[config.mk]
export PLATFORM = sky130hd
export DESIGN_NAME = round_robin_reg_allocator_unit_flat
export DESIGN_NICKNAME = d
export VERILOG_FILES = /design/src/rtl/rrra_pkg.sv /design/src/rtl/rrra_if.sv /design/src/rtl/rrra_ctrl.sv /design/src/rtl/rrra_dp.sv /design/src/rtl/round_robin_reg_allocator_unit.sv /design/src/flat_wrapper.sv
export SDC_FILE = /design/constraint.sdc
export NUM_CORES = 1
export LEC_CHECK = 0
export BUFFER_PORTS_ARGS = -buffer_cell sky130_fd_sc_hd__buf_4
export CORE_MARGIN = 4
export CORE_UTILIZATION = 60
export DETAILED_ROUTE_END_ITERATION = 16
export PLACE_DENSITY = 0.87
export SETUP_SLACK_MARGIN = 0.1
export SYNTH_ARGS = -nofsm -noshare
export SYNTH_HDL_FRONTEND = slang
export SYNTH_HIERARCHICAL = 1
export SYNTH_SLANG_ARGS = --single-unit
[constraint.sdc]
create_clock -name clk -period 5.8 [get_ports clk]
set_input_delay 1.16 -clock clk [delete_from_list [all_inputs] [get_ports clk]]
set_output_delay 1.16 -clock clk [all_outputs]
set_load 0.02 [all_outputs]
[src/rtl/rrra_pkg.sv]
// Shared constants, codes and controller/datapath types for the allocator.
// No dependencies.
package rrra_pkg;

  localparam int REG_W     = 5;
  localparam int MASK_W    = 32;
  localparam int NUM_REGS  = 32;
  // compare width wide enough for NUM_REGS up to 64
  localparam int REG_CMP_W = 7;
  localparam int CFG_IDX_W = 2;
  localparam int SCAN_CNT  = 32;
  localparam int SCAN_W    = $clog2(SCAN_CNT);

  // reset values of the configuration registers
  localparam logic [REG_W-1:0] FIRST_RST    = REG_W'(1);
  localparam logic [REG_W-1:0] LAST_RST     = REG_W'(31);
  localparam logic [REG_W-1:0] RESTART_RST  = REG_W'(8);
  localparam logic [REG_W-1:0] RESERVED_RST = REG_W'(15);

  typedef enum logic [CFG_IDX_W-1:0] {
    CFG_FIRST_REG    = 2'd0,
    CFG_LAST_REG     = 2'd1,
    CFG_RESTART_REG  = 2'd2,
    CFG_RESERVED_REG = 2'd3
  } cfg_idx_t;

  typedef enum logic {
    OP_RESTART = 1'b0,
    OP_ALLOC   = 1'b1
  } opcode_t;

  typedef enum logic {
    ST_IDLE = 1'b0,
    ST_SCAN = 1'b1
  } state_t;

  // controller -> datapath
  typedef struct packed {
    logic load;    // capture request beat, seed scan
    logic step;    // advance to next candidate
    logic commit;  // write result register, update pointer
  } rrra_cmd_t;

  // datapath -> controller
  typedef struct packed {
    logic finish;     // result known this cycle
    logic slot_free;  // output register can take a beat
  } rrra_stat_t;

endpackage

[src/rtl/rrra_if.sv]
// Request and response channel interfaces for the allocator.
// Depends on rrra_pkg.
interface rrra_req_if;
  logic                          valid;
  logic                          ready;
  logic                          opcode;
  logic [rrra_pkg::MASK_W-1:0]   busy_mask;

  modport source (output valid, output opcode, output busy_mask, input ready);
  modport sink   (input valid, input opcode, input busy_mask, output ready);
endinterface

interface rrra_rsp_if;
  logic                          valid;
  logic                          ready;
  logic [rrra_pkg::REG_W-1:0]    chosen_reg;
  logic                          alloc_failed;

  modport source (output valid, output chosen_reg, output alloc_failed, input ready);
  modport sink   (input valid, input chosen_reg, input alloc_failed, output ready);
endinterface

[src/rtl/rrra_ctrl.sv]
// Allocator controller: accepts a request beat, steps the scan, commits the result.
// Depends on rrra_pkg.
module rrra_ctrl (
  input  logic                 clk,
  input  logic                 rst,
  input  logic                 req_valid,
  output logic                 req_ready,
  input  rrra_pkg::rrra_stat_t stat,
  output rrra_pkg::rrra_cmd_t  cmd
);

  rrra_pkg::state_t state, state_next;

  // state register
  always_ff @(posedge clk) begin
    if (rst) begin
      state <= rrra_pkg::ST_IDLE;
    end else begin
      state <= state_next;
    end
  end

  // next state and commands
  always_comb begin
    state_next = state;
    req_ready  = 1'b0;
    cmd        = '0;
    case (state)
      rrra_pkg::ST_IDLE: begin
        req_ready = 1'b1;
        if (req_valid) begin
          cmd.load   = 1'b1;
          state_next = rrra_pkg::ST_SCAN;
        end
      end
      rrra_pkg::ST_SCAN: begin
        if (stat.finish) begin
          // hold until the output register has room
          if (stat.slot_free) begin
            cmd.commit = 1'b1;
            state_next = rrra_pkg::ST_IDLE;
          end
        end else begin
          cmd.step = 1'b1;
        end
      end
      default: begin
        state_next = rrra_pkg::ST_IDLE;
      end
    endcase
  end

endmodule

[src/rtl/rrra_dp.sv]
// Allocator datapath: config registers, search pointer, candidate walk, result register.
// Depends on rrra_pkg.
module rrra_dp (
  input  logic                           clk,
  input  logic                           rst,
  // configuration writes
  input  logic                           cfg_we,
  input  logic [rrra_pkg::CFG_IDX_W-1:0] cfg_index,
  input  logic [rrra_pkg::REG_W-1:0]     cfg_data,
  // request payload
  input  logic                           req_opcode,
  input  logic [rrra_pkg::MASK_W-1:0]    req_busy_mask,
  // response side
  output logic                           rsp_valid,
  input  logic                           rsp_ready,
  output logic [rrra_pkg::REG_W-1:0]     rsp_chosen_reg,
  output logic                           rsp_alloc_failed,
  // controller link
  input  rrra_pkg::rrra_cmd_t            cmd,
  output rrra_pkg::rrra_stat_t           stat
);

  logic [rrra_pkg::REG_W-1:0]  first_reg, last_reg, restart_reg, reserved_reg;
  logic [rrra_pkg::REG_W-1:0]  search_pointer, search_pointer_next;
  logic                        op;
  logic [rrra_pkg::MASK_W-1:0] mask;
  logic [rrra_pkg::REG_W-1:0]  start, cand;
  logic [rrra_pkg::SCAN_W-1:0] scan_cnt;

  logic                        cand_free, resv_free, wrapped, hit, last_try;
  logic [rrra_pkg::REG_W-1:0]  cand_succ, res_chosen;
  logic                        res_failed;

  // configuration registers
  always_ff @(posedge clk) begin
    if (rst) begin
      first_reg    <= rrra_pkg::FIRST_RST;
      last_reg     <= rrra_pkg::LAST_RST;
      restart_reg  <= rrra_pkg::RESTART_RST;
      reserved_reg <= rrra_pkg::RESERVED_RST;
    end else if (cfg_we) begin
      case (cfg_index)
        rrra_pkg::CFG_FIRST_REG:    first_reg    <= cfg_data;
        rrra_pkg::CFG_LAST_REG:     last_reg     <= cfg_data;
        rrra_pkg::CFG_RESTART_REG:  restart_reg  <= cfg_data;
        rrra_pkg::CFG_RESERVED_REG: reserved_reg <= cfg_data;
        default: ;
      endcase
    end
  end

  // successor in the cyclic range
  assign cand_succ = (cand == last_reg) ? first_reg : cand + rrra_pkg::REG_W'(1);

  // candidate tests; indices past the register file count as busy
  assign cand_free = (rrra_pkg::REG_CMP_W'(cand) < rrra_pkg::REG_CMP_W'(rrra_pkg::NUM_REGS))
                     && !mask[cand];
  assign resv_free = (rrra_pkg::REG_CMP_W'(reserved_reg)
                      < rrra_pkg::REG_CMP_W'(rrra_pkg::NUM_REGS))
                     && !mask[reserved_reg];
  assign wrapped   = (scan_cnt != '0) && (cand == start);
  assign hit       = !wrapped && (cand != reserved_reg) && cand_free;
  assign last_try  = (scan_cnt == rrra_pkg::SCAN_W'(rrra_pkg::SCAN_CNT - 1));

  assign stat.finish    = (op == rrra_pkg::OP_RESTART) || hit || wrapped || last_try;
  assign stat.slot_free = !rsp_valid || rsp_ready;

  // result and pointer update
  always_comb begin
    res_chosen          = '0;
    res_failed          = 1'b0;
    search_pointer_next = search_pointer;
    if (op == rrra_pkg::OP_RESTART) begin
      search_pointer_next = restart_reg;
    end else if (hit) begin
      res_chosen          = cand;
      search_pointer_next = cand_succ;
    end else if (resv_free) begin
      res_chosen = reserved_reg;
    end else begin
      res_failed = 1'b1;
    end
  end

  // search pointer
  always_ff @(posedge clk) begin
    if (rst) begin
      search_pointer <= rrra_pkg::FIRST_RST;
    end else if (cmd.commit) begin
      search_pointer <= search_pointer_next;
    end
  end

  // scan registers
  always_ff @(posedge clk) begin
    if (cmd.load) begin
      op       <= req_opcode;
      mask     <= req_busy_mask;
      start    <= search_pointer;
      cand     <= search_pointer;
      scan_cnt <= '0;
    end else if (cmd.step) begin
      cand     <= cand_succ;
      scan_cnt <= scan_cnt + rrra_pkg::SCAN_W'(1);
    end
  end

  // output register
  always_ff @(posedge clk) begin
    if (rst) begin
      rsp_valid <= 1'b0;
    end else if (cmd.commit) begin
      rsp_valid <= 1'b1;
    end else if (rsp_ready) begin
      rsp_valid <= 1'b0;
    end
  end

  always_ff @(posedge clk) begin
    if (cmd.commit) begin
      rsp_chosen_reg   <= res_chosen;
      rsp_alloc_failed <= res_failed;
    end
  end

endmodule

[src/rtl/round_robin_reg_allocator_unit.sv]
// Top level of the round-robin temporary register allocator.
// Depends on rrra_pkg, rrra_if, rrra_ctrl and rrra_dp.
//
//   channel  dir  payload                    handshake
//   req      in   opcode, busy_mask[31:0]    valid/ready
//   rsp      out  chosen_reg[4:0], failed    valid/ready
//   cfg      in   cfg_index[1:0], cfg_data   cfg_we, no wait
//
// A restart beat is loaded, finishes its scan at once and commits; an allocate beat
// walks at most 32 candidates until one is taken, the walk wraps or the scan count runs out.
// The walk checks one candidate per cycle in the datapath.
// Synchronous active-high reset; no clearing pass.
// req is ready again once the result sits in the output register, even if rsp
// is stalled; a finished scan waits while the output register is still full.
module round_robin_reg_allocator_unit (
  input  logic                           clk,
  input  logic                           rst,
  rrra_req_if.sink                       req,
  rrra_rsp_if.source                     rsp,
  input  logic                           cfg_we,
  input  logic [rrra_pkg::CFG_IDX_W-1:0] cfg_index,
  input  logic [rrra_pkg::REG_W-1:0]     cfg_data
);

  rrra_pkg::rrra_cmd_t  cmd;
  rrra_pkg::rrra_stat_t stat;

  rrra_ctrl u_ctrl (
    .clk       (clk),
    .rst       (rst),
    .req_valid (req.valid),
    .req_ready (req.ready),
    .stat      (stat),
    .cmd       (cmd)
  );

  rrra_dp u_dp (
    .clk              (clk),
    .rst              (rst),
    .cfg_we           (cfg_we),
    .cfg_index        (cfg_index),
    .cfg_data         (cfg_data),
    .req_opcode       (req.opcode),
    .req_busy_mask    (req.busy_mask),
    .rsp_valid        (rsp.valid),
    .rsp_ready        (rsp.ready),
    .rsp_chosen_reg   (rsp.chosen_reg),
    .rsp_alloc_failed (rsp.alloc_failed),
    .cmd              (cmd),
    .stat             (stat)
  );

endmodule

[src/flat_wrapper.sv]
// flat-port wrapper written by rule: the top's interface ports become plain ports
module round_robin_reg_allocator_unit_flat 
  (clk, rst, cfg_we, cfg_index, cfg_data, req_valid, req_opcode, req_busy_mask, req_ready, rsp_valid, rsp_chosen_reg, rsp_alloc_failed, rsp_ready);
  rrra_req_if req_i ();
  rrra_rsp_if rsp_i ();
  input  logic clk;
  input  logic rst;
  input  logic cfg_we;
  input  logic [rrra_pkg::CFG_IDX_W-1:0] cfg_index;
  input  logic [rrra_pkg::REG_W-1:0] cfg_data;
  input wire logic [$bits(req_i.valid)-1:0] req_valid;
  input wire logic [$bits(req_i.opcode)-1:0] req_opcode;
  input wire logic [$bits(req_i.busy_mask)-1:0] req_busy_mask;
  output wire logic [$bits(req_i.ready)-1:0] req_ready;
  output wire logic [$bits(rsp_i.valid)-1:0] rsp_valid;
  output wire logic [$bits(rsp_i.chosen_reg)-1:0] rsp_chosen_reg;
  output wire logic [$bits(rsp_i.alloc_failed)-1:0] rsp_alloc_failed;
  input wire logic [$bits(rsp_i.ready)-1:0] rsp_ready;
  assign req_i.valid = req_valid;
  assign req_i.opcode = req_opcode;
  assign req_i.busy_mask = req_busy_mask;
  assign req_ready = req_i.ready;
  assign rsp_valid = rsp_i.valid;
  assign rsp_chosen_reg = rsp_i.chosen_reg;
  assign rsp_alloc_failed = rsp_i.alloc_failed;
  assign rsp_i.ready = rsp_ready;
  round_robin_reg_allocator_unit u_core (.clk(clk), .rst(rst), .req(req_i), .rsp(rsp_i), .cfg_we(cfg_we), .cfg_index(cfg_index), .cfg_data(cfg_data));
endmodule
* After elaboration in Yosys (flattened, before gate mapping)
Cells that the tools add are included.
** Operators by class
- Add/sub/neg operators :: 2
- $lt $le $gt $ge :: 2
- Equal/unequal tests :: 8
- Mux-type cells :: 24
- Bitwise gates (word level) :: 2
- Reductions and logical operators :: 20
** Operator list (number)
- $mux W5 :: 7
- $mux W1 :: 13
- $lt A5 B6 Y1 const B :: 2
- $add A5 B1 Y5 const B :: 2
- $bmux W1 S5 :: 2
- $eq A5 B5 Y1 :: 2
- $reduce_and A2 Y1 :: 5
- $eq A5 B5 Y1 const B :: 1
- $ne A5 B5 Y1 :: 1
- $reduce_bool A5 Y1 :: 1
- $eq A2 B2 Y1 const B :: 2
- $logic_or A1 B1 Y1 :: 4
- $reduce_bool A2 Y1 :: 2
- $logic_and A1 B1 Y1 :: 3
- $logic_not A1 Y1 :: 3
- $eq A2 B1 Y1 const B :: 1
- $logic_not A2 Y1 :: 1
- $mux W2 :: 1
- $ne A2 B1 Y1 const B :: 1
- $not A1 Y1 :: 2
- $pmux W1 S2 :: 1
- $reduce_or A2 Y1 :: 1
** Storage, ports and cells
- Bits in registers :: 81
- Output and inout bits :: 8
- Word-level logic and storage cells :: 72

* Depth between registers and ports, before layout
Gate-level depths: netlist (run 1).
- Word-level depth :: 12
- Mapped depth :: 13
- Mapped depth without buffers :: 11

* Cells and area by module
The synthesis (run 1) kept the hierarchy.
** By module, submodules not included
- rrra_dp :: times used 1, cells each 315, area each 3846.2 um2, seq. area each 2092.0 um2
- rrra_ctrl :: times used 1, cells each 7, area each 60.1 um2, seq. area each 20.0 um2

* Worst setup path before layout (run 1)
OpenSTA, ideal clock, no wires.
- Path type :: reg-to-reg
- Start :: register u_core/u_dp/cand[0] in the netlist's numbering
- End :: register u_core/u_dp/search_pointer[3] in the netlist's numbering
- Data arrival time :: 3016 ps
- Slack :: 2668 ps
- Cell stages (with the launch flop) :: 13
- Cell sequence :: edfxtp_1 -> buf_6 -> buf_12 -> mux2i_1 -> a22oi_1 -> nand3_1 -> mux4_2 -> and2_4 -> a2111o_1 -> and3_4 -> and2_1 -> a22o_1 -> a31o_2
** RTL lines
- from (decl) :: RTL line rrra_dp.sv:27 : logic [rrra_pkg::REG_W-1:0] start, cand;
- from (signal assigned) :: RTL line rrra_dp.sv:100 : cand <= search_pointer;
- from (signal assigned) :: RTL line rrra_dp.sv:103 : cand <= cand_succ;
- to (signal assigned) :: RTL line rrra_dp.sv:88 : search_pointer <= rrra_pkg::FIRST_RST;
- to (signal assigned) :: RTL line rrra_dp.sv:90 : search_pointer <= search_pointer_next;
- to (decl) :: RTL line rrra_dp.sv:24 : logic [rrra_pkg::REG_W-1:0] search_pointer, search_pointer_next;

==> results.json, run 1 <==
{
  "drcViolationCount": 0,
  "sequential_to_total_area_share_from_yosys_stat_pct": 54.1,
  "largest_register_ff_count": 32,
  "worst_ep_arrival_time_ns": 4.28,
  "timing.critical_path.from": "u_core/u_dp/cand[0]",
  "viasPerCell": 5.95,
  "cts_max_path_buffers": 2,
  "largest-register": "u_core/u_dp/mask",
  "power.density_nw_per_um2": 337,
  "post_synthesis_mean_instance_area_sq_um": 12.1,
  "mappedNetlistNets": 371,
  "clk_pin_slew_worst_paths_ns": 0.08,
  "cts.htree.levels": 3,
  "ys.warnings.count": 6,
  "placement.cell_area_sq_um": 4310,
  "timing.slew.headroom_pct": 25.6,
  "crit_chain": "mux2i_1 > a22oi_1 > nand3_1 > mux4_2 > and2_4 > a2111o_1 > and3_4 > and2_1 > a22oi_1 > mux2i_1",
  "synth_top_area_share_pct": 37.7,
  "grt_max_degree": 54,
  "post_cts.resized_instances": 0,
  "placedCellCount": 435,
  "post_route_cells_drive_above_1_share_pct": 25.1,
  "static-leakage-power_nw": 1.85,
  "finalInstanceArea_sq_um": 4490,
  "cts_hold_buf": 0,
  "period_needed_ns": 3.99,
  "first_iter_violations": 219,
  "critical_path.slowest_cell": "edfxtp_1",
  "cts.root.buffer_cell": "clkbuf_8",
  "portion_of_total_power_attributed_to_the_clock_network_pct": 25.3,
  "ys_seq_elements": 81,
  "power_mw": 1.51,
  "die-area_sq_um": 7870,
  "tritoncts": "yes",
  "max_slew.worst_pin.slew_ns": 1.12,
  "finalHoldViolations": 0,
  "setup-violations-final": 0,
  "first_pass_grt_wire_length_um": 13000,
  "post_synth_num_cell_types": 48,
  "fin_crit_sh_pct": 68.8,
  "ys_top_cells_by_area": "edfxtp_1, dfxtp_1, mux2i_1, mux4_2, xor2_1",
  "postCtsSetupBuffers": 0,
  "worstSkewPairLatency_ns": 0.36,
  "cts_num_sinks": 81,
  "post_synth_inst_count": 322,
  "comb_power_share_pct": 24.1,
  "finalCoreUtilization_pct": 70.7,
  "floorplan.initialDensity_pct": 61.5,
  "totalNegativeSetupSlack_ns": 0,
  "min_delay_path_depth": 0,
  "sum_of_routed_wire_length_over_all_layers_um": 7880,
  "critical_path.endpoint_type": "flop",
  "rrSetupSlack_ns": 1.81,
  "area.growth.synth_to_final_pct": 14.9,
  "n_antenna_cell": 0,
  "layout.cells.non_filler": 451,
  "run_status": "finished clean",
  "cp_max_fo": 21,
  "dp_worst_slack_ns": 1.91,
  "worst_hold_endpoint": "u_core/u_dp/start[0]",
  "wl_per_cell_um": 17.5,
  "pwr-share-seq_pct": 50.6,
  "synth_async_sr_flop_share_pct": 0,
  "die_w_um": 88.7,
  "drtAntennaViolNets": 0,
  "filler_cell_count": 433,
  "setup_ws_ns": 1.81,
  "gr_overflow_total": 0,
  "timing.clock.skew_ns": 0.0103,
  "place_hpwl_um": 5700,
  "sw_frac_of_total_pct": 31.8,
  "intPower_mw": 1.03,
  "design.core.area_sq_um": 6350,
  "gp_congestion": 0.830,
  "finalHoldWorstSlack_ns": 0.475,
  "critical_path.startpoint_type": "flop",
  "vdd_drop_max_mv": 0.251,
  "clock_buffer_count_from_cts": 9,
  "count_of_pins_on_the_block_boundary": 53,
  "synth_enable_flop_cells": 49,
  "via_count_of_the_first_global_routing_pass": 2713,
  "grt_usage_pct": 22.1,
  "grt_setup_unrepaired": "false",
  "worst-r2r-cell-count": 10,
  "net_switching_power_mw": 0.480,
  "peak_clock_frequency_supported_by_timing_mhz": 251,
  "firstDrtPassIters": 4,
  "critPathRequiredTime_ns": 6.09,
  "post_synth_instance_area_sq_um": 3910,
  "number_of_antenna_violations_at_the_first_check_in_global_routing": 0,
  "worst-path-buf-inv": 0,
  "synth-main-ff-cell": "edfxtp_1",
  "die_y_um": 88.7,
  "hold_path.class": "reg2reg",
  "worstReg2RegStart": "u_core/u_dp/cand[0]",
  "worst_path_largest_cell_delay_ns": 1.09,
  "port_buffers": 52,
  "finish.net_count": 418,
  "maxCapViolations": 0,
  "worstHoldStart": "u_core/u_dp/search_pointer[0]",
  "via_count": 2685,
  "worst-setup-path-type": "reg2reg",
  "placement_rows": 29,
  "critPathTopFamily": "flip-flops",
  "synth_top_cell_by_area": "edfxtp_1",
  "timing.final.max_slew_violations": 0,
  "regToRegEndpoint": "u_core/u_dp/search_pointer[0]"
}
power groups by stage:
| stage | Sequential (mW) | Clock, mW | Combinational (mW) |
|---|---|---|---|
| finish | 0.765 | 0.382 | 0.364 |
| global route | 0.774 | 0.416 | 0.402 |
| CTS | 0.764 | 0.390 | 0.361 |
| detailed placement | 0.777 | 0 | 0.358 |
| floorplan | 0.731 | 0 | 0.299 |
| global placement | 0.773 | 0 | 0.346 |
worst max-delay path by stage:
stage	end	cells after the start
2_1_floorplan	u_core/u_dp/search_pointer[3]	12
3_3_place_gp	u_core/u_dp/search_pointer[0]	10
3_5_place_dp	u_core/u_dp/search_pointer[0]	10
4_1_cts	u_core/u_dp/search_pointer[0]	10
5_1_grt	u_core/u_dp/search_pointer[0]	10
6_report	u_core/u_dp/search_pointer[0]	10
logic make-up (layout without fill, tap and decap cells):
| kind of cell | Yosys count | in the layout | synth area share, % |
|---|---|---|---|
| AO/OA/AOI/OAI | 34 | 34 | 6.37 |
| XOR/XNOR | 21 | 21 | 4.71 |
| adder cells (fa/ha/maj) | 4 | 4 | 1.28 |
| buffers and inverters | 24 | 76 | 3.14 |
| flip-flops | 81 | 81 | 54.1 |
| multiplexers | 59 | 59 | 18.3 |
| AND/OR/NAND/NOR | 99 | 99 | 12.2 |
cell usage after synthesis (all sizes together), types with 4 or more instances:
cell type  instances
xnor2              5
and3               4
a22oi              6
mux2               8
dfxtp             32
nand3             17
o21ai              7
a21oi              4
nor3               4
mux2i             42
inv                6
nand2             35
xor2              16
ha                 4
clkbuf             9
edfxtp            49
buf                8
mux4               9
nor2              20
and2               5
final cells by class:
type | instances | area [sq um] | share of cell area (%)
repair buffers | 53 | 398 | 8.87
clock buffers | 9 | 124 | 2.76
clock inverters | 7 | 58.8 | 1.31
inverters | 7 | 26.3 | 0.585
flip-flops and latches | 81 | 2110 | 47.1
multi-input cells | 217 | 1670 | 37.3
well taps | 77 | 96.3 | 2.15
placed cells by master (no fill, tap or decap), types with 2 or more instances in the layout:
cell type  synthesis  routed
clkinv_1           1       2
buf_4              1      53
nand3_1           17      17
a31o_2             2       2
mux2_2             8       8
nor2_1            20      20
mux2i_1           42      42
o21ai_0            7       7
or2_2              3       3
xor2_1            16      16
nand3b_1           2       2
ha_1               4       4
a32o_1             3       3
mux4_2             9       9
o21a_1             2       2
a221oi_1           3       3
nor3_1             3       3
nand2_1           35      35
nor2b_1            3       3
dfxtp_1           32      32
and2_1             4       4
a22oi_1            6       6
inv_6              0       5
inv_1              6       6
xnor2_1            5       5
edfxtp_1          49      49
and3_1             3       3
clkbuf_8           0       9
a21oi_1            4       4
metal layers:
layer | wire length (um) | GRT usage, %
met3 | 443 | 6.24
met4 | 72 | 5.91
met5 | 0 | 0
met2 | 4110 | 37.9
met1 | 3250 | 27.6
(Power assumes the default switching activity.)
==> run 2: changes to the inputs <==
CORE_UTILIZATION = 52   (was 60)
PLACE_DENSITY = 0.8   (was 0.87)
clock period = 3.55 ns   (was 5.8 ns; I/O delays follow)
==> run 2 against run 1 <==
Cell count grew 6.2%. Core utilization shrank 7.7 points. Flip-flop and latch count is the same. Global-route usage shrank 3.0 points. Wire length grew 0.70%. Setup slack lost 1.6 ns. Critical path type unchanged. Clock power grew 79%.
==> results.json, run 2 (synthesis results as in run 1) <==
{
  "run_status": "finished clean",
  "grt_usage_pct": 19.2,
  "gr_overflow_total": 0,
  "timing.slew.headroom_pct": 35.7,
  "portion_of_total_power_attributed_to_the_clock_network_pct": 27.0,
  "worstReg2RegStart": "u_core/u_dp/cand[0]",
  "vdd_drop_max_mv": 0.331,
  "via_count": 2659,
  "drcViolationCount": 0,
  "worstSkewPairLatency_ns": 0.37,
  "largest_register_ff_count": 32,
  "largest-register": "u_core/u_dp/mask",
  "setup_ws_ns": 0.240,
  "maxCapViolations": 0,
  "worst-setup-path-type": "reg2reg",
  "max_slew.worst_pin.slew_ns": 0.962,
  "count_of_pins_on_the_block_boundary": 53,
  "setup-violations-final": 0,
  "worst_hold_endpoint": "u_core/u_dp/start[3]",
  "placement.cell_area_sq_um": 4380,
  "area.growth.synth_to_final_pct": 17.6,
  "floorplan.initialDensity_pct": 53.6,
  "rrSetupSlack_ns": 0.24,
  "design.core.area_sq_um": 7290,
  "dp_worst_slack_ns": 0.262,
  "finalInstanceArea_sq_um": 4590,
  "gp_congestion": 0.854,
  "pwr-share-seq_pct": 47.4,
  "hold_path.class": "reg2reg",
  "wl_per_cell_um": 16.6,
  "cts_max_path_buffers": 2,
  "die-area_sq_um": 8960,
  "viasPerCell": 5.55,
  "placement_rows": 31,
  "timing.critical_path.from": "u_core/u_dp/cand[0]",
  "worst-r2r-cell-count": 11,
  "grt_setup_unrepaired": "true",
  "regToRegEndpoint": "u_core/u_dp/search_pointer[3]",
  "port_buffers": 52,
  "worstHoldStart": "u_core/u_dp/search_pointer[3]",
  "via_count_of_the_first_global_routing_pass": 2639,
  "static-leakage-power_nw": 1.89,
  "first_pass_grt_wire_length_um": 12900,
  "most-common-layout-cells": "buf_4, edfxtp_1, mux2i_1",
  "sum_of_routed_wire_length_over_all_layers_um": 7930,
  "sw_frac_of_total_pct": 29.9,
  "critPathRequiredTime_ns": 3.81,
  "critical_path.startpoint_type": "flop",
  "peak_clock_frequency_supported_by_timing_mhz": 302,
  "timing.final.max_slew_violations": 0,
  "power.density_nw_per_um2": 553,
  "clock_buffer_count_from_cts": 9,
  "die_y_um": 94.7,
  "number_of_antenna_violations_at_the_first_check_in_global_routing": 0,
  "cts.htree.levels": 3,
  "filler_cell_count": 595,
  "n_antenna_cell": 0,
  "place_hpwl_um": 6010,
  "mostFrequentLayoutCell": "buf_4",
  "clk_pin_slew_worst_paths_ns": 0.08,
  "cp_max_fo": 14,
  "grt_max_degree": 29,
  "period_needed_ns": 3.31,
  "finish.net_count": 424,
  "cts_num_sinks": 81,
  "critical_path.endpoint_type": "flop",
  "worst_ep_arrival_time_ns": 3.57,
  "net_switching_power_mw": 0.760,
  "cts.root.buffer_cell": "clkbuf_8",
  "timing.clock.skew_ns": 0.0154,
  "firstDrtPassIters": 5,
  "fin_crit_sh_pct": 93.2,
  "first_iter_violations": 196,
  "tritoncts": "yes",
  "totalNegativeSetupSlack_ns": 0,
  "post_route_cells_drive_above_1_share_pct": 26.8,
  "finalHoldViolations": 0,
  "min_delay_path_depth": 0,
  "comb_power_share_pct": 25.6,
  "drtAntennaViolNets": 0,
  "die_w_um": 94.7,
  "intPower_mw": 1.78
}
run 2: layout make-up:
| class | instances | area, sq um | area share (%) |
|---|---|---|---|
| clock buffer | 12 | 181 | 3.95 |
| tap | 99 | 124 | 2.70 |
| sequential | 81 | 2110 | 46.0 |
| multi-input combinational | 217 | 1680 | 36.5 |
| timing repair buffer | 59 | 443 | 9.64 |
| inverter | 7 | 26.3 | 0.572 |
| clock inverter | 4 | 28.8 | 0.627 |
run 2: per-layer routing:
metal / wire, um / track usage, % / up-vias
met3: 421 / 5.58 / 12
met5: 0 / 0 / -
met4: 108 / 6.37 / 0
met1: 3430 / 24.1 / 1285
met2: 3970 / 31.8 / 72
li1: - / - / 1290
run 2: what timing repair did:
item | 4_1_cts | 5_1_grt
resized for setup | 0 | 1
setup endpoints to repair | 0 | 3
hold buffers | 0 | 0
setup buffers | 0 | 0
run 2: power groups by stage:
stage | Clock (mW) | Sequential [mW] | Combinational, mW
2_1_floorplan | 0 | 1.19 | 0.489
4_1_cts | 0.698 | 1.20 | 0.645
6_report | 0.685 | 1.20 | 0.650
5_1_grt | 0.736 | 1.22 | 0.707
3_3_place_gp | 0 | 1.22 | 0.623
3_5_place_dp | 0 | 1.22 | 0.640
run 2: worst max-delay path by stage:
| stage | endpoint | slack [ns] | depth (start not counted) |
|---|---|---|---|
| 6_report | u_core/u_dp/search_pointer[3] | 0.24 | 11 |
| 5_1_grt | u_core/u_dp/search_pointer[4] | 0.08 | 11 |
| 4_1_cts | u_core/u_dp/search_pointer[1] | 0.23 | 11 |
| 3_5_place_dp | u_core/u_dp/search_pointer[0] | 0.26 | 11 |
| 3_3_place_gp | u_core/u_dp/search_pointer[3] | 0.35 | 11 |
| 2_1_floorplan | u_core/u_dp/search_pointer[3] | 0.42 | 12 |
run 2: worst max-delay path, stage by stage (launching register included):
cell	delay, ns
edfxtp_1	0.39
buf_4	0.21
mux2i_1	0.13
a22oi_1	0.19
nand3_1	0.12
mux4_2	0.60
and2_4	0.22
a2111o_1	0.40
and3_4	0.26
and2_1	0.21
a22o_1	0.25
a31o_2	0.24
run 2: per-stage QoR:
step / cells / hold slack, ns / utilization (%) / total power, mW
after CTS: 479 / 0.467 / 62.9 / 2.55
after global placement: 463 / 0.451 / 60.0 / 1.84
after detailed placement: 463 / 0.445 / 60.0 / 1.86
final: 479 / 0.468 / 63.0 / 2.54
after global routing: 479 / 0.481 / 63.0 / 2.66
after floorplan: 322 / 0.424 / - / 1.68
==> run 3: changes to the inputs <==
CORE_UTILIZATION = 54   (was 52)
CTS_BUF_LIST = sky130_fd_sc_hd__clkbuf_8   (was default)
PLACE_DENSITY = 0.83   (was 0.8)
==> run 3 against run 2 <==
Fmax down 0.29%. Flip-flop and latch count stayed put. Core utilization up 3.8 points. Power up 0.84%. Clock power is 3% lower. Worst hold slack gained 0.011 ns. Via count rose by 3.3%. Global-route usage grew 1.7 points. Critical path depth stayed put. Die area shrank 3.4%. Wire length grew 5.2%.
==> results.json, run 3 (synthesis results as in run 1) <==
{
  "run_status": "finished clean",
  "design.core.area_sq_um": 6910,
  "place_hpwl_um": 6080,
  "filler_cell_count": 533,
  "cts.root.buffer_cell": "clkbuf_8",
  "setup_ws_ns": 0.230,
  "area_of_the_multi_input_gates_sq_um": 1680,
  "first_iter_violations": 233,
  "timing.clock.skew_ns": 0.00522,
  "cts_hold_buf": 0,
  "gp_congestion": 0.819,
  "setup-violations-final": 0,
  "clock_buffer_count_from_cts": 9,
  "die-area_sq_um": 8660,
  "viasPerCell": 5.73,
  "vdd_drop_max_mv": 0.333,
  "firstDrtPassIters": 5,
  "die_y_um": 93.1,
  "worstHoldStart": "u_core/u_dp/search_pointer[4]",
  "timing.slew.headroom_pct": 37.9,
  "finalCoreUtilization_pct": 66.8,
  "die_w_um": 93.1,
  "post_route_cells_drive_above_1_share_pct": 27.7,
  "worst-r2r-cell-count": 11,
  "period_needed_ns": 3.32,
  "drcViolationCount": 0,
  "timing.critical_path.from": "u_core/u_dp/cand[0]",
  "tritoncts": "yes",
  "maxCapViolations": 0,
  "critical_path.startpoint_type": "flop",
  "gr_overflow_total": 0,
  "area.growth.synth_to_final_pct": 18.1,
  "port_buffers": 52,
  "finish.net_count": 427,
  "via_count": 2746,
  "largest_register_ff_count": 32,
  "rrSetupSlack_ns": 0.23,
  "timing.final.max_slew_violations": 0,
  "fin_crit_sh_pct": 93.5,
  "sum_of_routed_wire_length_over_all_layers_um": 8350,
  "critical_path.endpoint_type": "flop",
  "finalHoldViolations": 0,
  "cts.htree.levels": 3,
  "worst_ep_arrival_time_ns": 3.57,
  "critPathRequiredTime_ns": 3.80,
  "worst-setup-path-type": "reg2reg",
  "max_slew.worst_pin.slew_ns": 0.930,
  "clk_pin_slew_worst_paths_ns": 0.08,
  "min_delay_path_depth": 0,
  "grt_usage_pct": 20.9,
  "first_pass_grt_wire_length_um": 13800,
  "dp_worst_slack_ns": 0.134,
  "ff_latch_area_sq_um": 2110,
  "cp_max_fo": 20,
  "totalNegativeSetupSlack_ns": 0,
  "most-common-layout-cells": "buf_4, edfxtp_1, mux2i_1",
  "grt_setup_unrepaired": "true",
  "cts_max_path_buffers": 2,
  "worstSkewPairLatency_ns": 0.35,
  "worstReg2RegStart": "u_core/u_dp/cand[0]",
  "via_count_of_the_first_global_routing_pass": 2733,
  "drtAntennaViolNets": 0,
  "power.density_nw_per_um2": 555,
  "wl_per_cell_um": 17.4,
  "static-leakage-power_nw": 1.91,
  "floorplan.initialDensity_pct": 56.6,
  "grt_max_degree": 33,
  "count_of_pins_on_the_block_boundary": 53,
  "n_antenna_cell": 0,
  "hold_path.class": "reg2reg",
  "power_mw": 2.56,
  "cts_num_sinks": 81,
  "placement_rows": 30,
  "mostFrequentLayoutCell": "buf_4",
  "number_of_antenna_violations_at_the_first_check_in_global_routing": 0,
  "largest-register": "u_core/u_dp/mask",
  "peak_clock_frequency_supported_by_timing_mhz": 301
}
## run 3: power breakdown
group          internal [mW]  total, mW  switching, mW
sequential              1.12       1.21         0.0920
clock                  0.340      0.666          0.326
combinational          0.331      0.683          0.352
total                   1.79       2.56          0.770
## run 3: stage by stage
step | cell area [sq um] | std cells | hold WS, ns
6_report | 4610 | 479 | 0.479
4_1_cts | 4570 | 475 | 0.482
2_1_floorplan | 3910 | 322 | 0.424
3_5_place_dp | 4380 | 459 | 0.459
5_1_grt | 4610 | 479 | 0.505
3_3_place_gp | 4380 | 459 | 0.441
## run 3: timing repair
item	4_1_cts	5_1_grt
setup buffers	0	4
resized for setup	0	3
setup endpoints to repair	0	14
## run 3: layout make-up
| type | instances | area share [%] |
|---|---|---|
| Tap cell | 96 | 2.60 |
| Clock inverter | 6 | 1.25 |
| Timing Repair Buffer | 62 | 10.4 |
| Clock buffer | 10 | 2.98 |
| Inverter | 7 | 0.570 |
| Multi-Input combinational cell | 217 | 36.5 |
| Sequential cell | 81 | 45.8 |
## run 3: critical path, cell delays in order (launching register included)
cell      delay (ns)
edfxtp_1        0.48
buf_12          0.21
mux2i_1         0.15
a22oi_1         0.20
nand3_1         0.12
mux4_2          0.53
and2_4          0.21
a2111o_1        0.41
and3_4          0.21
and2_2          0.21
a22o_1          0.24
a31o_2          0.23
## run 3: worst paths after layout
path	endpoint
worst max-delay path	u_core/u_dp/search_pointer[4]
worst min register to register	u_core/u_dp/start[4]
worst min-delay path	u_core/u_dp/start[4]
worst max register to register	u_core/u_dp/search_pointer[4]
## run 3: per-layer routing
| layer | track usage [%] | wire length [um] | part of all wire (%) | vias to the layer above |
|---|---|---|---|---|
| li1 | - | - | - | 1291 |
| met1 | 26.8 | 3600 | 43 | 1334 |
| met2 | 35.5 | 4200 | 50 | 109 |
| met3 | 4.59 | 423 | 5.1 | 12 |
| met4 | 6.11 | 127 | 1.5 | 0 |
| met5 | 0 | 0 | 0 | - |
